--- config.mk ---
export PLATFORM = sky130hd
export DESIGN_NAME = icmp_echo_responder
export DESIGN_NICKNAME = d
export VERILOG_FILES = /design/src/design/ier_pkg.sv /design/src/design/ier_ctrl.sv /design/src/design/ier_datapath.sv /design/src/design/icmp_echo_responder.sv
export VERILOG_INCLUDE_DIRS = /design/src /design/src/design
export SDC_FILE = /design/constraint.sdc
export NUM_CORES = 2
export LEC_CHECK = 0
export ABC_CLOCK_PERIOD_IN_PS = 6100
export BUFFER_PORTS_ARGS = -buffer_cell sky130_fd_sc_hd__buf_2
export CORE_AREA = 5 5 351 422
export CTS_CLUSTER_SIZE = 24
export DETAILED_ROUTE_END_ITERATION = 6
export DIE_AREA = 0 0 356 427
export SYNTH_ARGS = -nofsm -noshare
export SYNTH_HDL_FRONTEND = slang
export SYNTH_SLANG_ARGS = --single-unit
--- constraint.sdc ---
create_clock -name aclk -period 6.1 [get_ports aclk]
set_input_delay 0.305 -clock aclk [delete_from_list [all_inputs] [get_ports aclk]]
set_output_delay 0.305 -clock aclk [all_outputs]
set_load 0.02 [all_outputs]
--- src/design/assert_macros.svh ---
// Assertion macros shared by the echo responder modules.
// No dependencies; included by the files that carry concurrent checks.
`ifndef ASSERT_MACROS_SVH
`define ASSERT_MACROS_SVH

// Check that a property holds at every clock edge outside reset
`define ASSERT_PROP(lbl, clk, rstn, prop, msg) \
    lbl: assert property (@(posedge clk) disable iff (!rstn) (prop)) else $error(msg);

// Check that a condition never holds outside reset
`define ASSERT_NEVER(lbl, clk, rstn, cond, msg) \
    lbl: assert property (@(posedge clk) disable iff (!rstn) !(cond)) else $error(msg);

`endif

--- src/design/ier_pkg.sv ---
// Shared types and protocol constants for the ICMP echo responder.
// No dependencies; imported by the controller, the datapath and the top level.
`timescale 1ns / 1ps
`default_nettype none

package ier_pkg;

    // Frame layout (IPv4 header taken as 20 bytes)
    localparam int ETH_HDR_BYTES = 14;
    localparam int IP_HDR_BYTES  = 20;
    localparam int ICMP_START    = ETH_HDR_BYTES + IP_HDR_BYTES;
    localparam int POS_TTL       = 22;
    localparam int POS_IP_CSUM   = 24;
    localparam int POS_ICMP_CSUM = 36;
    localparam int PATCH_BEATS   = 5;

    localparam logic [15:0] ETHERTYPE_IPV4    = 16'h0800;
    localparam logic [7:0]  IP_PROTO_ICMP     = 8'd1;
    localparam logic [7:0]  ICMP_ECHO_REQUEST = 8'd8;
    localparam logic [7:0]  ICMP_ECHO_REPLY   = 8'd0;
    localparam logic [7:0]  REPLY_TTL_RESET   = 8'd64;
    localparam logic [3:0]  BEAT_FULL_BYTES   = 4'd8;

    // Controller sequencing states
    typedef enum logic [3:0] {
        ST_COLLECT = 4'b0001,
        ST_FINISH  = 4'b0010,
        ST_EMIT    = 4'b0100,
        ST_TAIL    = 4'b1000
    } state_t;

    // Commands from controller to datapath
    typedef struct packed {
        logic store;
        logic finish;
        logic load_head;
        logic load_tail;
        logic emit_last;
        logic frame_last;
        logic full_head;
    } cmd_t;

    // Status from datapath to controller
    typedef struct packed {
        logic out_free;
    } status_t;

endpackage

`default_nettype wire

--- src/design/ier_ctrl.sv ---
// Controller for the ICMP echo responder: head collection, burst and tail sequencing.
// Depends on ier_pkg and assert_macros.svh.
`timescale 1ns / 1ps
`default_nettype none
`include "assert_macros.svh"

module ier_ctrl #(
    parameter int ICMP_SPAN = 64,
    localparam int HEAD_BYTES = ier_pkg::ICMP_START + ICMP_SPAN,
    localparam int HEAD_BEATS = (HEAD_BYTES + 7) / 8,
    localparam int IDX_W      = $clog2(HEAD_BEATS)
) (
    input  wire logic             aclk,
    input  wire logic             aresetn,
    input  wire logic             s_valid,
    input  wire logic             s_beat_last,
    output logic                  s_ready,
    input  wire ier_pkg::status_t status,
    output ier_pkg::cmd_t         cmd,
    output logic [IDX_W-1:0]      wr_idx,
    output logic [IDX_W-1:0]      rd_idx
);
    import ier_pkg::*;

    localparam logic [IDX_W-1:0] LAST_BEAT = IDX_W'(HEAD_BEATS - 1);

    state_t           state_reg, state_next;
    logic [IDX_W-1:0] wr_idx_reg, wr_idx_next;
    logic [IDX_W-1:0] rd_idx_reg, rd_idx_next;
    logic [IDX_W-1:0] last_idx_reg, last_idx_next;
    logic             frame_last_reg, frame_last_next;
    logic             s_accept;
    logic             head_done;

    assign s_accept  = s_valid && s_ready;
    assign head_done = s_beat_last || (wr_idx_reg == LAST_BEAT);
    assign wr_idx    = wr_idx_reg;
    assign rd_idx    = rd_idx_reg;

    // Decode state into handshake and datapath commands
    always_comb begin
        s_ready        = 1'b0;
        cmd            = '0;
        cmd.frame_last = frame_last_reg;
        cmd.full_head  = (last_idx_reg == LAST_BEAT);
        cmd.emit_last  = frame_last_reg && (rd_idx_reg == last_idx_reg);
        case (state_reg)
            ST_COLLECT: begin
                s_ready   = 1'b1;
                cmd.store = s_valid;
            end
            ST_FINISH: begin
                cmd.finish = 1'b1;
            end
            ST_EMIT: begin
                cmd.load_head = status.out_free;
            end
            ST_TAIL: begin
                s_ready       = status.out_free;
                cmd.load_tail = s_valid && status.out_free;
            end
            default: begin
                s_ready = 1'b0;
            end
        endcase
    end

    // Advance the sequencer
    always_comb begin
        state_next      = state_reg;
        wr_idx_next     = wr_idx_reg;
        rd_idx_next     = rd_idx_reg;
        last_idx_next   = last_idx_reg;
        frame_last_next = frame_last_reg;
        case (state_reg)
            ST_COLLECT: begin
                if (s_accept) begin
                    if (head_done) begin
                        last_idx_next   = wr_idx_reg;
                        frame_last_next = s_beat_last;
                        wr_idx_next     = '0;
                        state_next      = ST_FINISH;
                    end else begin
                        wr_idx_next = wr_idx_reg + 1'b1;
                    end
                end
            end
            ST_FINISH: begin
                rd_idx_next = '0;
                state_next  = ST_EMIT;
            end
            ST_EMIT: begin
                if (status.out_free) begin
                    if (rd_idx_reg == last_idx_reg) begin
                        state_next = frame_last_reg ? ST_COLLECT : ST_TAIL;
                    end else begin
                        rd_idx_next = rd_idx_reg + 1'b1;
                    end
                end
            end
            ST_TAIL: begin
                if (s_accept && s_beat_last) begin
                    state_next = ST_COLLECT;
                end
            end
            default: begin
                state_next = ST_COLLECT;
            end
        endcase
    end

    // Hold control state
    always_ff @(posedge aclk) begin
        if (!aresetn) begin
            state_reg      <= ST_COLLECT;
            wr_idx_reg     <= '0;
            rd_idx_reg     <= '0;
            last_idx_reg   <= '0;
            frame_last_reg <= 1'b0;
        end else begin
            state_reg      <= state_next;
            wr_idx_reg     <= wr_idx_next;
            rd_idx_reg     <= rd_idx_next;
            last_idx_reg   <= last_idx_next;
            frame_last_reg <= frame_last_next;
        end
    end

    // Burst never reads past the final held beat
    `ASSERT_PROP(a_emit_in_range, aclk, aresetn, (state_reg == ST_EMIT) |-> (rd_idx_reg <= last_idx_reg), "burst index beyond held beats")
    // A beat into the final head slot closes the head
    `ASSERT_PROP(a_head_closes, aclk, aresetn, (cmd.store && wr_idx_reg == LAST_BEAT) |=> (state_reg == ST_FINISH), "head slot overrun")
    // The checksum fold step is followed by the burst in the next cycle
    `ASSERT_PROP(a_finish_once, aclk, aresetn, (state_reg == ST_FINISH) |=> (state_reg == ST_EMIT), "finish step not followed by burst")

endmodule

`default_nettype wire

--- src/design/ier_datapath.sv ---
// Datapath for the ICMP echo responder: head buffer, running checksums, reply patching
// and the output register. Depends on ier_pkg and assert_macros.svh.
`timescale 1ns / 1ps
`default_nettype none
`include "assert_macros.svh"

module ier_datapath #(
    parameter int ICMP_SPAN = 64,
    localparam int HEAD_BYTES = ier_pkg::ICMP_START + ICMP_SPAN,
    localparam int HEAD_BEATS = (HEAD_BYTES + 7) / 8,
    localparam int IDX_W      = $clog2(HEAD_BEATS),
    localparam int POS_W      = IDX_W + 3,
    localparam int ACC_W      = 16 + $clog2(4 * HEAD_BEATS)
) (
    input  wire logic             aclk,
    input  wire logic             aresetn,
    input  wire ier_pkg::cmd_t    cmd,
    input  wire logic [IDX_W-1:0] wr_idx,
    input  wire logic [IDX_W-1:0] rd_idx,
    output ier_pkg::status_t      status,
    input  wire logic             cfg_wr_en,
    input  wire logic [7:0]       cfg_wr_data,
    input  wire logic [63:0]      s_beat_data,
    input  wire logic [3:0]       s_beat_bytes,
    input  wire logic             s_beat_last,
    output logic                  m_valid,
    input  wire logic             m_ready,
    output logic [63:0]           m_out_data,
    output logic [3:0]            m_out_bytes,
    output logic                  m_out_last,
    output logic                  m_verdict
);
    import ier_pkg::*;

    // Valid bytes the final head beat must carry for a full-length frame
    localparam logic [3:0] TAIL_NEED = 4'(HEAD_BYTES - 8 * (HEAD_BEATS - 1));

    logic [63:0]      head_reg  [HEAD_BEATS];
    logic [3:0]       bytes_reg [HEAD_BEATS];
    logic [3:0]       last_bytes_reg;
    logic [ACC_W-1:0] icmp_acc_reg, icmp_acc_next;
    logic [ACC_W-1:0] ip_acc_reg, ip_acc_next;
    logic [15:0]      icmp_csum_reg;
    logic [15:0]      ip_csum_reg;
    logic             verdict_reg;
    logic [7:0]       reply_ttl_reg;
    logic [63:0]      m_data_reg;
    logic [3:0]       m_bytes_reg;
    logic             m_last_reg;
    logic             m_verdict_reg;
    logic             m_valid_reg, m_valid_next;

    logic [7:0]       icmp_byte [8];
    logic [7:0]       ip_byte   [8];
    logic [17:0]      icmp_part;
    logic [17:0]      ip_part;
    logic [3:0]       last_clamped;
    logic             candidate;
    logic [63:0]      patched [PATCH_BEATS];
    logic [63:0]      head_beat;

    // Fold a wide ones-complement sum to 16 bits
    function automatic logic [15:0] fold_sum(input logic [ACC_W-1:0] acc);
        logic [16:0] first;
        logic [15:0] second;
        first  = {1'b0, acc[15:0]} + 17'(acc[ACC_W-1:16]);
        second = first[15:0] + 16'(first[16]);
        return second;
    endfunction

    // Hold the reply TTL
    always_ff @(posedge aclk) begin
        if (!aresetn) begin
            reply_ttl_reg <= REPLY_TTL_RESET;
        end else if (cfg_wr_en) begin
            reply_ttl_reg <= cfg_wr_data;
        end
    end

    // Mask each lane of the incoming beat into the two checksum spans
    always_comb begin
        logic [POS_W-1:0] pos;
        logic [7:0]       lane_byte;
        icmp_part = '0;
        ip_part   = '0;
        for (int l = 0; l < 8; l++) begin
            pos       = {wr_idx, 3'(l)};
            lane_byte = s_beat_data[63 - 8 * l -: 8];
            if (int'(pos) >= ICMP_START && int'(pos) < HEAD_BYTES &&
                int'(pos) != ICMP_START && int'(pos) != POS_ICMP_CSUM &&
                int'(pos) != POS_ICMP_CSUM + 1) begin
                icmp_byte[l] = lane_byte;
            end else begin
                icmp_byte[l] = 8'h00;
            end
            if (int'(pos) == POS_TTL) begin
                ip_byte[l] = reply_ttl_reg;
            end else if (int'(pos) >= ETH_HDR_BYTES && int'(pos) < ICMP_START &&
                         int'(pos) != POS_IP_CSUM && int'(pos) != POS_IP_CSUM + 1) begin
                ip_byte[l] = lane_byte;
            end else begin
                ip_byte[l] = 8'h00;
            end
        end
        for (int w = 0; w < 4; w++) begin
            icmp_part = icmp_part + 18'({icmp_byte[2 * w], icmp_byte[2 * w + 1]});
            ip_part   = ip_part + 18'({ip_byte[2 * w], ip_byte[2 * w + 1]});
        end
        icmp_acc_next = ((wr_idx == '0) ? '0 : icmp_acc_reg) + ACC_W'(icmp_part);
        ip_acc_next   = ((wr_idx == '0) ? '0 : ip_acc_reg) + ACC_W'(ip_part);
    end

    // Store head beats and accumulate the sums
    always_ff @(posedge aclk) begin
        if (cmd.store) begin
            head_reg[wr_idx]  <= s_beat_data;
            bytes_reg[wr_idx] <= s_beat_bytes;
            last_bytes_reg    <= s_beat_bytes;
            icmp_acc_reg      <= icmp_acc_next;
            ip_acc_reg        <= ip_acc_next;
        end
    end

    // Judge the frame from the held head
    always_comb begin
        last_clamped = (last_bytes_reg > BEAT_FULL_BYTES) ? BEAT_FULL_BYTES : last_bytes_reg;
        candidate = cmd.full_head &&
                    (!cmd.frame_last || last_clamped >= TAIL_NEED) &&
                    head_reg[1][31:16] == ETHERTYPE_IPV4 &&
                    head_reg[2][7:0] == IP_PROTO_ICMP &&
                    head_reg[4][47:40] == ICMP_ECHO_REQUEST;
    end

    // Latch verdict and final checksums
    always_ff @(posedge aclk) begin
        if (!aresetn) begin
            verdict_reg <= 1'b0;
        end else if (cmd.finish) begin
            verdict_reg <= candidate;
        end
    end

    always_ff @(posedge aclk) begin
        if (cmd.finish) begin
            icmp_csum_reg <= ~fold_sum(icmp_acc_reg);
            ip_csum_reg   <= ~fold_sum(ip_acc_reg);
        end
    end

    // Build reply beats: MAC swap, TTL, IP checksum, address swap, ICMP type and checksum
    always_comb begin
        patched[0] = {head_reg[0][15:0], head_reg[1][63:32], head_reg[0][63:48]};
        patched[1] = {head_reg[0][47:16], head_reg[1][31:0]};
        patched[2] = {head_reg[2][63:16], reply_ttl_reg, head_reg[2][7:0]};
        patched[3] = {ip_csum_reg, head_reg[3][15:0], head_reg[4][63:48],
                      head_reg[3][47:32]};
        patched[4] = {head_reg[3][31:16], ICMP_ECHO_REPLY, head_reg[4][39:32],
                      icmp_csum_reg, head_reg[4][15:0]};
        head_beat  = head_reg[rd_idx];
        if (verdict_reg && rd_idx < IDX_W'(PATCH_BEATS)) begin
            head_beat = patched[rd_idx[2:0]];
        end
    end

    // Load the output register from the burst or the tail stream
    always_ff @(posedge aclk) begin
        if (cmd.load_head) begin
            m_data_reg    <= head_beat;
            m_bytes_reg   <= bytes_reg[rd_idx];
            m_last_reg    <= cmd.emit_last;
            m_verdict_reg <= verdict_reg;
        end else if (cmd.load_tail) begin
            m_data_reg    <= s_beat_data;
            m_bytes_reg   <= s_beat_bytes;
            m_last_reg    <= s_beat_last;
            m_verdict_reg <= verdict_reg;
        end
    end

    always_comb begin
        if (cmd.load_head || cmd.load_tail) begin
            m_valid_next = 1'b1;
        end else if (m_ready) begin
            m_valid_next = 1'b0;
        end else begin
            m_valid_next = m_valid_reg;
        end
    end

    always_ff @(posedge aclk) begin
        if (!aresetn) begin
            m_valid_reg <= 1'b0;
        end else begin
            m_valid_reg <= m_valid_next;
        end
    end

    assign status.out_free = !m_valid_reg || m_ready;
    assign m_valid     = m_valid_reg;
    assign m_out_data  = m_data_reg;
    assign m_out_bytes = m_bytes_reg;
    assign m_out_last  = m_last_reg;
    assign m_verdict   = m_verdict_reg;

    // A load must never overwrite a transaction still waiting downstream
    `ASSERT_PROP(a_no_overwrite, aclk, aresetn, (cmd.load_head || cmd.load_tail) |-> (!m_valid_reg || m_ready), "output overwritten while stalled")
    // Burst and tail never load in the same cycle
    `ASSERT_NEVER(a_one_source, aclk, aresetn, cmd.load_head && cmd.load_tail, "two output sources at once")

endmodule

`default_nettype wire

--- src/design/icmp_echo_responder.sv ---
// Top level of the ICMP echo responder: controller plus datapath.
// Depends on ier_pkg, ier_ctrl and ier_datapath.
`timescale 1ns / 1ps
`default_nettype none

// The block takes an Ethernet frame as 64-bit beats (earliest byte in bits 63..56) and
// holds the first ceil((34 + ICMP_SPAN) / 8) beats, 13 at the default span, taking one
// beat per cycle while the ICMP and IP checksums accumulate beat by beat. After the
// final head beat (or an earlier last beat) a finish step folds the checksums and
// decides the verdict, then the held beats leave as a burst through the output
// register, one per cycle while the output side is free; no input transaction is
// accepted during the burst. An IPv4 ICMP echo request of full length leaves as an
// echo reply (verdict 1); any other frame leaves unchanged (verdict 0). Tail beats then
// stream through one per cycle while the output side is free. The reply TTL is written
// through cfg_wr_en/cfg_wr_data, reset 64, and should only be changed between frames.
module icmp_echo_responder #(
    parameter int ICMP_SPAN = 64
) (
    input  wire logic        aclk,
    input  wire logic        aresetn,
    input  wire logic        cfg_wr_en,
    input  wire logic [7:0]  cfg_wr_data,
    input  wire logic        s_valid,
    output logic             s_ready,
    input  wire logic [63:0] s_beat_data,
    input  wire logic [3:0]  s_beat_bytes,
    input  wire logic        s_beat_last,
    output logic             m_valid,
    input  wire logic        m_ready,
    output logic [63:0]      m_out_data,
    output logic [3:0]       m_out_bytes,
    output logic             m_out_last,
    output logic             m_verdict
);
    import ier_pkg::*;

    localparam int HEAD_BEATS = (ICMP_START + ICMP_SPAN + 7) / 8;
    localparam int IDX_W      = $clog2(HEAD_BEATS);

    cmd_t             cmd;
    status_t          status;
    logic [IDX_W-1:0] wr_idx;
    logic [IDX_W-1:0] rd_idx;

    // Sequence head collection, burst and tail
    ier_ctrl #(
        .ICMP_SPAN (ICMP_SPAN)
    ) u_ctrl (
        .aclk        (aclk),
        .aresetn     (aresetn),
        .s_valid     (s_valid),
        .s_beat_last (s_beat_last),
        .s_ready     (s_ready),
        .status      (status),
        .cmd         (cmd),
        .wr_idx      (wr_idx),
        .rd_idx      (rd_idx)
    );

    // Hold, check, patch and emit beats
    ier_datapath #(
        .ICMP_SPAN (ICMP_SPAN)
    ) u_datapath (
        .aclk         (aclk),
        .aresetn      (aresetn),
        .cmd          (cmd),
        .wr_idx       (wr_idx),
        .rd_idx       (rd_idx),
        .status       (status),
        .cfg_wr_en    (cfg_wr_en),
        .cfg_wr_data  (cfg_wr_data),
        .s_beat_data  (s_beat_data),
        .s_beat_bytes (s_beat_bytes),
        .s_beat_last  (s_beat_last),
        .m_valid      (m_valid),
        .m_ready      (m_ready),
        .m_out_data   (m_out_data),
        .m_out_bytes  (m_out_bytes),
        .m_out_last   (m_out_last),
        .m_verdict    (m_verdict)
    );

endmodule

`default_nettype wire
# [Yosys cells after proc, flatten, opt, wreduce, memory -nomap -nowiden]
# Memory sizes are Yosys's and may differ from the RTL's. A register that Yosys moved wholly into a read port is not among the register bits.
# Index checks and enable logic that the tools add are counted.
[op_classes] n_addsub=14 n_mul=0 div_mod_pow=0 magnitude_cmp=36 eq_ne=19 shift=0 n_mux=56 n_bitwise=3 reduce_logical=44
[op_table] op="$mux 64" count=5
[op_table] op="$bmux 64 s3" count=1
[op_table] op="$mux 8" count=17
[op_table] op="$add 18x16->18" count=4
[op_table] op="$mux 4" count=16
[op_table] op="$ge 7x4->1 const B" count=8
[op_table] op="$ge 7x6->1 const B" count=8
[op_table] op="$lt 7x6->1 const B" count=8
[op_table] op="$lt 7x7->1 const B" count=8
[op_table] op="$add 22x18->22" count=2
[op_table] op="$mux 22" count=2
[op_table] op="$add 16x16->17" count=2
[op_table] op="$add 16x6->17" count=2
[op_table] op="$add 16x1->16" count=2
[op_table] op="$not 16->16" count=2
[op_table] op="$logic_and 1x1->1" count=30
[op_table] op="$eq 16x12->1 const B" count=1
[op_table] op="$pmux 4 s4" count=1
[op_table] op="$eq 4x4->1 const B" count=3
[op_table] op="$mux 1" count=12
[op_table] op="$ne 2x1->1 const B" count=5
[op_table] op="$add 4x1->4 const B" count=2
[op_table] op="$eq 4x3->1 const B" count=2
[op_table] op="$eq 8x1->1 const B" count=1
[op_table] op="21 further kinds" count=28
[totals] ff_bits=177 latch_bits=0 ramBits=884 mem_bits_ro=0 input_bits=82 out_inout_bits=72 word_cells=191 n_memories=2
[mem_list] name="u_datapath.head_reg" words=13 word_bits=64 read_ports=6 rd_clocked_by_memory_dff=1 wr=1 line_no="ier_datapath.sv:38" source="logic [63:0] head_reg [HEAD_BEATS];"
[mem_list] name="u_datapath.bytes_reg" words=13 word_bits=4 read_ports=1 rd_clocked_by_memory_dff=1 wr=1 line_no="ier_datapath.sv:39" source="logic [3:0] bytes_reg [HEAD_BEATS];"

# [Depth between registers and ports, before layout]
[logic_depth] word_depth=8 depth_mapped=34 ltp_nobuf=34

# [Modules after synthesis]
# From an unflattened synthesis, not the netlist that was laid out.
[hier_totals] hier_cells=3302 hier_area_um2=57091.0
[modules_own_cells] module="ier_datapath" n_inst=1 cells_each=3187 area_per_inst_um2=56086.3 seq_area_each_um2=36985.5
[modules_own_cells] module="ier_ctrl" n_inst=1 cells_each=115 area_per_inst_um2=1004.7 seq_area_each_um2=340.3

# [Least setup slack after synthesis]
# No wires, ideal clock.
[synth_timing] path_type="reg2reg" startpoint="register u_ctrl.wr_idx_reg[3] (netlist: u_ctrl.wr_idx[3])" endpoint="register u_datapath.ip_acc_reg[18] (data pin)" setup_ns=0.260 arrival_ns=6.076 required_ns=5.840 path_slack_ns=-0.236 stages_incl_launch_ff=33 n_path_buf=1 period_less_slack_ns=6.336 path_cell_list="dfxtp_1 inv_1 ha_1 a21oi_1 nand2_1 a21oi_1 clkbuf_1 nand2_1 inv_1 ha_1 a21o_1 a21oi_1 o21ai_0 a31oi_1 o21bai_1 a21oi_1 xor2_1 fa_1 inv_1 ha_1 and3_1 a31oi_1 a21oi_1 and2_1 o21ai_0 a221oi_1 ha_1 and2_1 and3_1 a221o_1 a21o_1 a21oi_1 xor2_1"
[synth_via] elab_chain_cells=8 elab_cells_between_ends=43 classes_between="add/sub: 4; order compare: 16; eq/ne: 2; mux: 10; reduce/logical: 11"
[synth_lines] element="from (decl)" line_no="ier_ctrl.sv:28" source="logic [IDX_W-1:0] wr_idx_reg, wr_idx_next;"
[synth_lines] element="from (signal assigned)" line_no="ier_ctrl.sv:122" source="wr_idx_reg <= wr_idx_next;"
[synth_lines] element="$ge 7x4->1 or $lt 7x6->1 (tied branches)" line_no="ier_datapath.sv:98" source="end else if (int'(pos) >= ETH_HDR_BYTES && int'(pos) < ICMP_START &&"
[synth_lines] element="$logic_and 1x1->1" line_no="ier_datapath.sv:98"
[synth_lines] element="$logic_and 1x1->1 (on tied branches)" line_no="ier_datapath.sv:99, ier_datapath.sv:98"
[synth_lines] element="$mux 8" line_no="ier_datapath.sv:98"
[synth_lines] element="$add 16x16->17" line_no="ier_datapath.sv:107" source="ip_part = ip_part + 18'({ip_byte[2 * w], ip_byte[2 * w + 1]});"
[synth_lines] element="$add 18x16->18 (2 in a row)" line_no="ier_datapath.sv:107"
[synth_lines] element="$add 22x18->22 *" line_no="ier_datapath.sv:110" source="ip_acc_next = ((wr_idx == '0) ? '0 : ip_acc_reg) + ACC_W'(ip_part);"
[synth_lines] element="via u_datapath.ip_acc_next[18]" line_no="ier_datapath.sv:42" source="logic [ACC_W-1:0] ip_acc_reg, ip_acc_next;"
[synth_lines] element="to (signal assigned)" line_no="ier_datapath.sv:120" source="ip_acc_reg <= ip_acc_next;"
[synth_lines] element="to (decl)" line_no="ier_datapath.sv:42"
# Mark *: on every way through the listed nets, which the timed path passes. The rest lies on a longest branch.
# A chain may end at the register's enable or synchronous reset.

# [Worst setup path in the final report]
[layout_timing] startpoint="register u_ctrl.wr_idx_reg[0] (netlist: u_ctrl.wr_idx[0])" endpoint="register u_datapath.ip_acc_reg[19] (data pin)"
# The elaborated chain is that of the path after synthesis.

==> impl_results.md <==
* Outcome: finished, violations left
* Failing checks: DRC, setup timing
* CTS tree: built
* CTS buffer count at 121
* Setup TNS Final at -0.0115 ns
* Commonest non-fill, non-tap cells in the layout: edfxtp_1 (1,225), mux4_2 (389), buf_4 (238)
* Worst EP arrival at 6.60 ns
* Synth Cell Area at 57,100 um2
* Top FF cell, synth: edfxtp_1
* Final Hold Vio Count at 0
* CTS Sinks at 1,256
* Placement Setup Slack at -0.362 ns
* Slew HR at 19.4%
* Post-route antenna net violation count at 0
* Avg Cell Area, Syn at 17.3 um2
* Least-Margin Pin Slew at 1.20 ns
* First-pass GRT wire length at 250,000 um
* Max FFs per register at 1,024
* Crit share post-route at 100%
* RSZ-0062 raised after global routing: yes
* Chip height at 427 um
* Via-to-Cell Ratio at 5.93
* Minimum clock period at 6.11 ns
* Root Driver: clkbuf_16
* Via count at 34,100
* Synth Register Bits at 1,256
* Slack of the critical path at -0.0115 ns
* Die area at 152,000 um2
* Most common cell after layout, fill and taps aside: edfxtp_1
* Achievable clock frequency at 164 MHz
* Number of global-route vias before repair at 33,900
* Pwr/cell area at 305 nW/um2
* Slowest CP cell: fa_1
* 1st-pass router iterations at 7
* Clk slew on worst S/H paths at 0.07 ns
* Initial antenna violation count at 31
* Post-synth EDFFs at 1,225
* Clock Latency Late Sink at 0.77 ns
* Detailed Place HPWL at 114,000 um
* Final setup viols at 1
* Gr usage total at 22.9%
* Worst endpoint required time at 6.58 ns
* Top Ports at 154
* VDD IR max at 0.304 mV
* Core box area at 144,000 um2
* Floorplan die width at 356 um
* Cell count after synthesis at 3,294
* Routed WL at 176,000 um
* Slew Limit Fails at 0
* Drt initial violations at 3,914
* Share of layout cells above drive strength 1 at 30.5%
* Area growth syn-to-layout at 17.3%
* Hold Slack at 0.0407 ns
* Worst hold path type: primary input to flip-flop
* Remaining DRCs at 6
* Synth unique cells at 79
* Starting density of the core at 39.7%
* Max Cap Viol at 0
* Critical path's largest stage delay at 0.44 ns
* Ys Warns at 0
* CP startpoint kind: flip-flop
* Crit. End Element: flip-flop
* Final nets at 3,959
* H-tree depth at 3
* Syn Nets at 3,544
* Grt total ovfl at 0
* # port buffers at 153
* P_leak at 22.4 nW
* RD Place Congestion at 0.898
* Critical path class: flip-flop to flip-flop
* Synth async-reset ratio at 0%
* Largest net degree at the start of global routing at 69
* Wire per inst at 30.6 um
* Row Count at 153
* Post-Route Skew at 0.0416 ns
* CP max FO at 3
* Max Root-Sink Buffers at 3
* Seq/Total Area, Yosys at 65.5%
* Pwr Total at 20.4 mW
[cells in the mapped netlist, drive strengths merged (20+ instances only)]
library cell,n,area [um2]
a211oi,23,183
a21o,34,257
a21oi,84,424
a222oi,56,561
and2,103,644
and3,32,200
buf,35,163
clkbuf,120,450
dfxtp,31,621
edfxtp,1225,36800
fa,40,801
ha,128,1600
inv,106,398
mux2i,20,200
mux4,389,8760
nand2,216,811
nand3,32,165
nor2,99,372
nor2b,26,163
nor3,33,165
o21a,23,173
o21ai,123,619
xnor2,84,736
xor2,50,438
[stage by stage]
| step | cells | instance area [um2] | util, % |
|---|---|---|---|
| 3_3_place_gp | 5468 | 61800 | 42.9 |
| 3_5_place_dp | 5468 | 61800 | 42.9 |
| 2_1_floorplan | 3294 | 57200 | - |
| 4_1_cts | 5737 | 66300 | 46.0 |
| 5_1_grt | 5750 | 67000 | 46.6 |
| 6_report | 5755 | 67000 | 46.6 |
[path summary, 6_finish.rpt]
check / cells past startpoint / slack (ns) / from / end
setup / recovery: 29 / -0.01 / u_ctrl.wr_idx[0]$_SDFFE_PN0P_ / u_datapath.ip_acc_reg[19]$_DFFE_PP_
setup reg to reg: 29 / -0.01 / u_ctrl.wr_idx[0]$_SDFFE_PN0P_ / u_datapath.ip_acc_reg[19]$_DFFE_PP_
hold reg to reg: 2 / 0.51 / u_ctrl.last_idx_reg[0]$_SDFFE_PN0P_ / u_ctrl.last_idx_reg[0]$_SDFFE_PN0P_
hold / removal: 3 / 0.04 / cfg_wr_en / u_datapath.reply_ttl_reg[3]$_SDFFE_PN0P_
[power by group]
| group | switching (mW) | internal, mW | total, mW |
|---|---|---|---|
| Combinational | 1.71 | 1.13 | 2.84 |
| Sequential | 0.252 | 9.87 | 10.1 |
| Clock | 3.35 | 4.12 | 7.47 |
[layout make-up]
cell class	instances	area, um2
diodes	7	17.5
inverters	106	405
multi-input cells	1777	19600
clock buffers	154	3300
fillers	12400	76900
flip-flops and latches	1256	37400
repair buffers	447	3200
well taps	1937	2420
clock inverters	71	617
[critical path, delay by kind of cell, from the launching register on]
| family | cells | cell delay [ns] |
|---|---|---|
| flip-flops | 1 | 0.32 |
| buffers and inverters | 5 | 0.43 |
| AO/OA/AOI/OAI | 10 | 2.07 |
| adder cells (fa/ha/maj) | 6 | 1.62 |
| XOR/XNOR | 3 | 0.46 |
| AND/OR/NAND/NOR | 5 | 0.91 |
[repair_timing]
action / in CTS / in global routing
buffers inserted: 4 / 11
pin swaps: 36 / 84
resized for setup: 42 / 141
setup endpoints to repair: 15 / 18
hold buffers: 40 / 0
hold endpoints to repair: 244 / 0
[metal layers]
layer,vias to the layer above,global-route usage (%),wire length (um)
met3,320,4.15,14500
li1,14200,-,-
met1,18000,31.0,69900
met5,-,0,57
met4,10,8.62,7610
met2,1670,37.3,84300
[cell families (layout without fill, tap and decap cells)]
group           Yosys count  in the layout  share of synthesized area [%]
xor+xnor                134            134                           2.05
buf+inv                 261            778                           1.77
fa+ha+maj               169            169                           4.22
compound gates          446            446                           5.35
mux                     413            413                           15.8
flops                  1256           1256                           65.5
simple gates            615            615                           5.36
other cells               0              7                              0
Note: power is estimated with default switching activity, not from simulation.
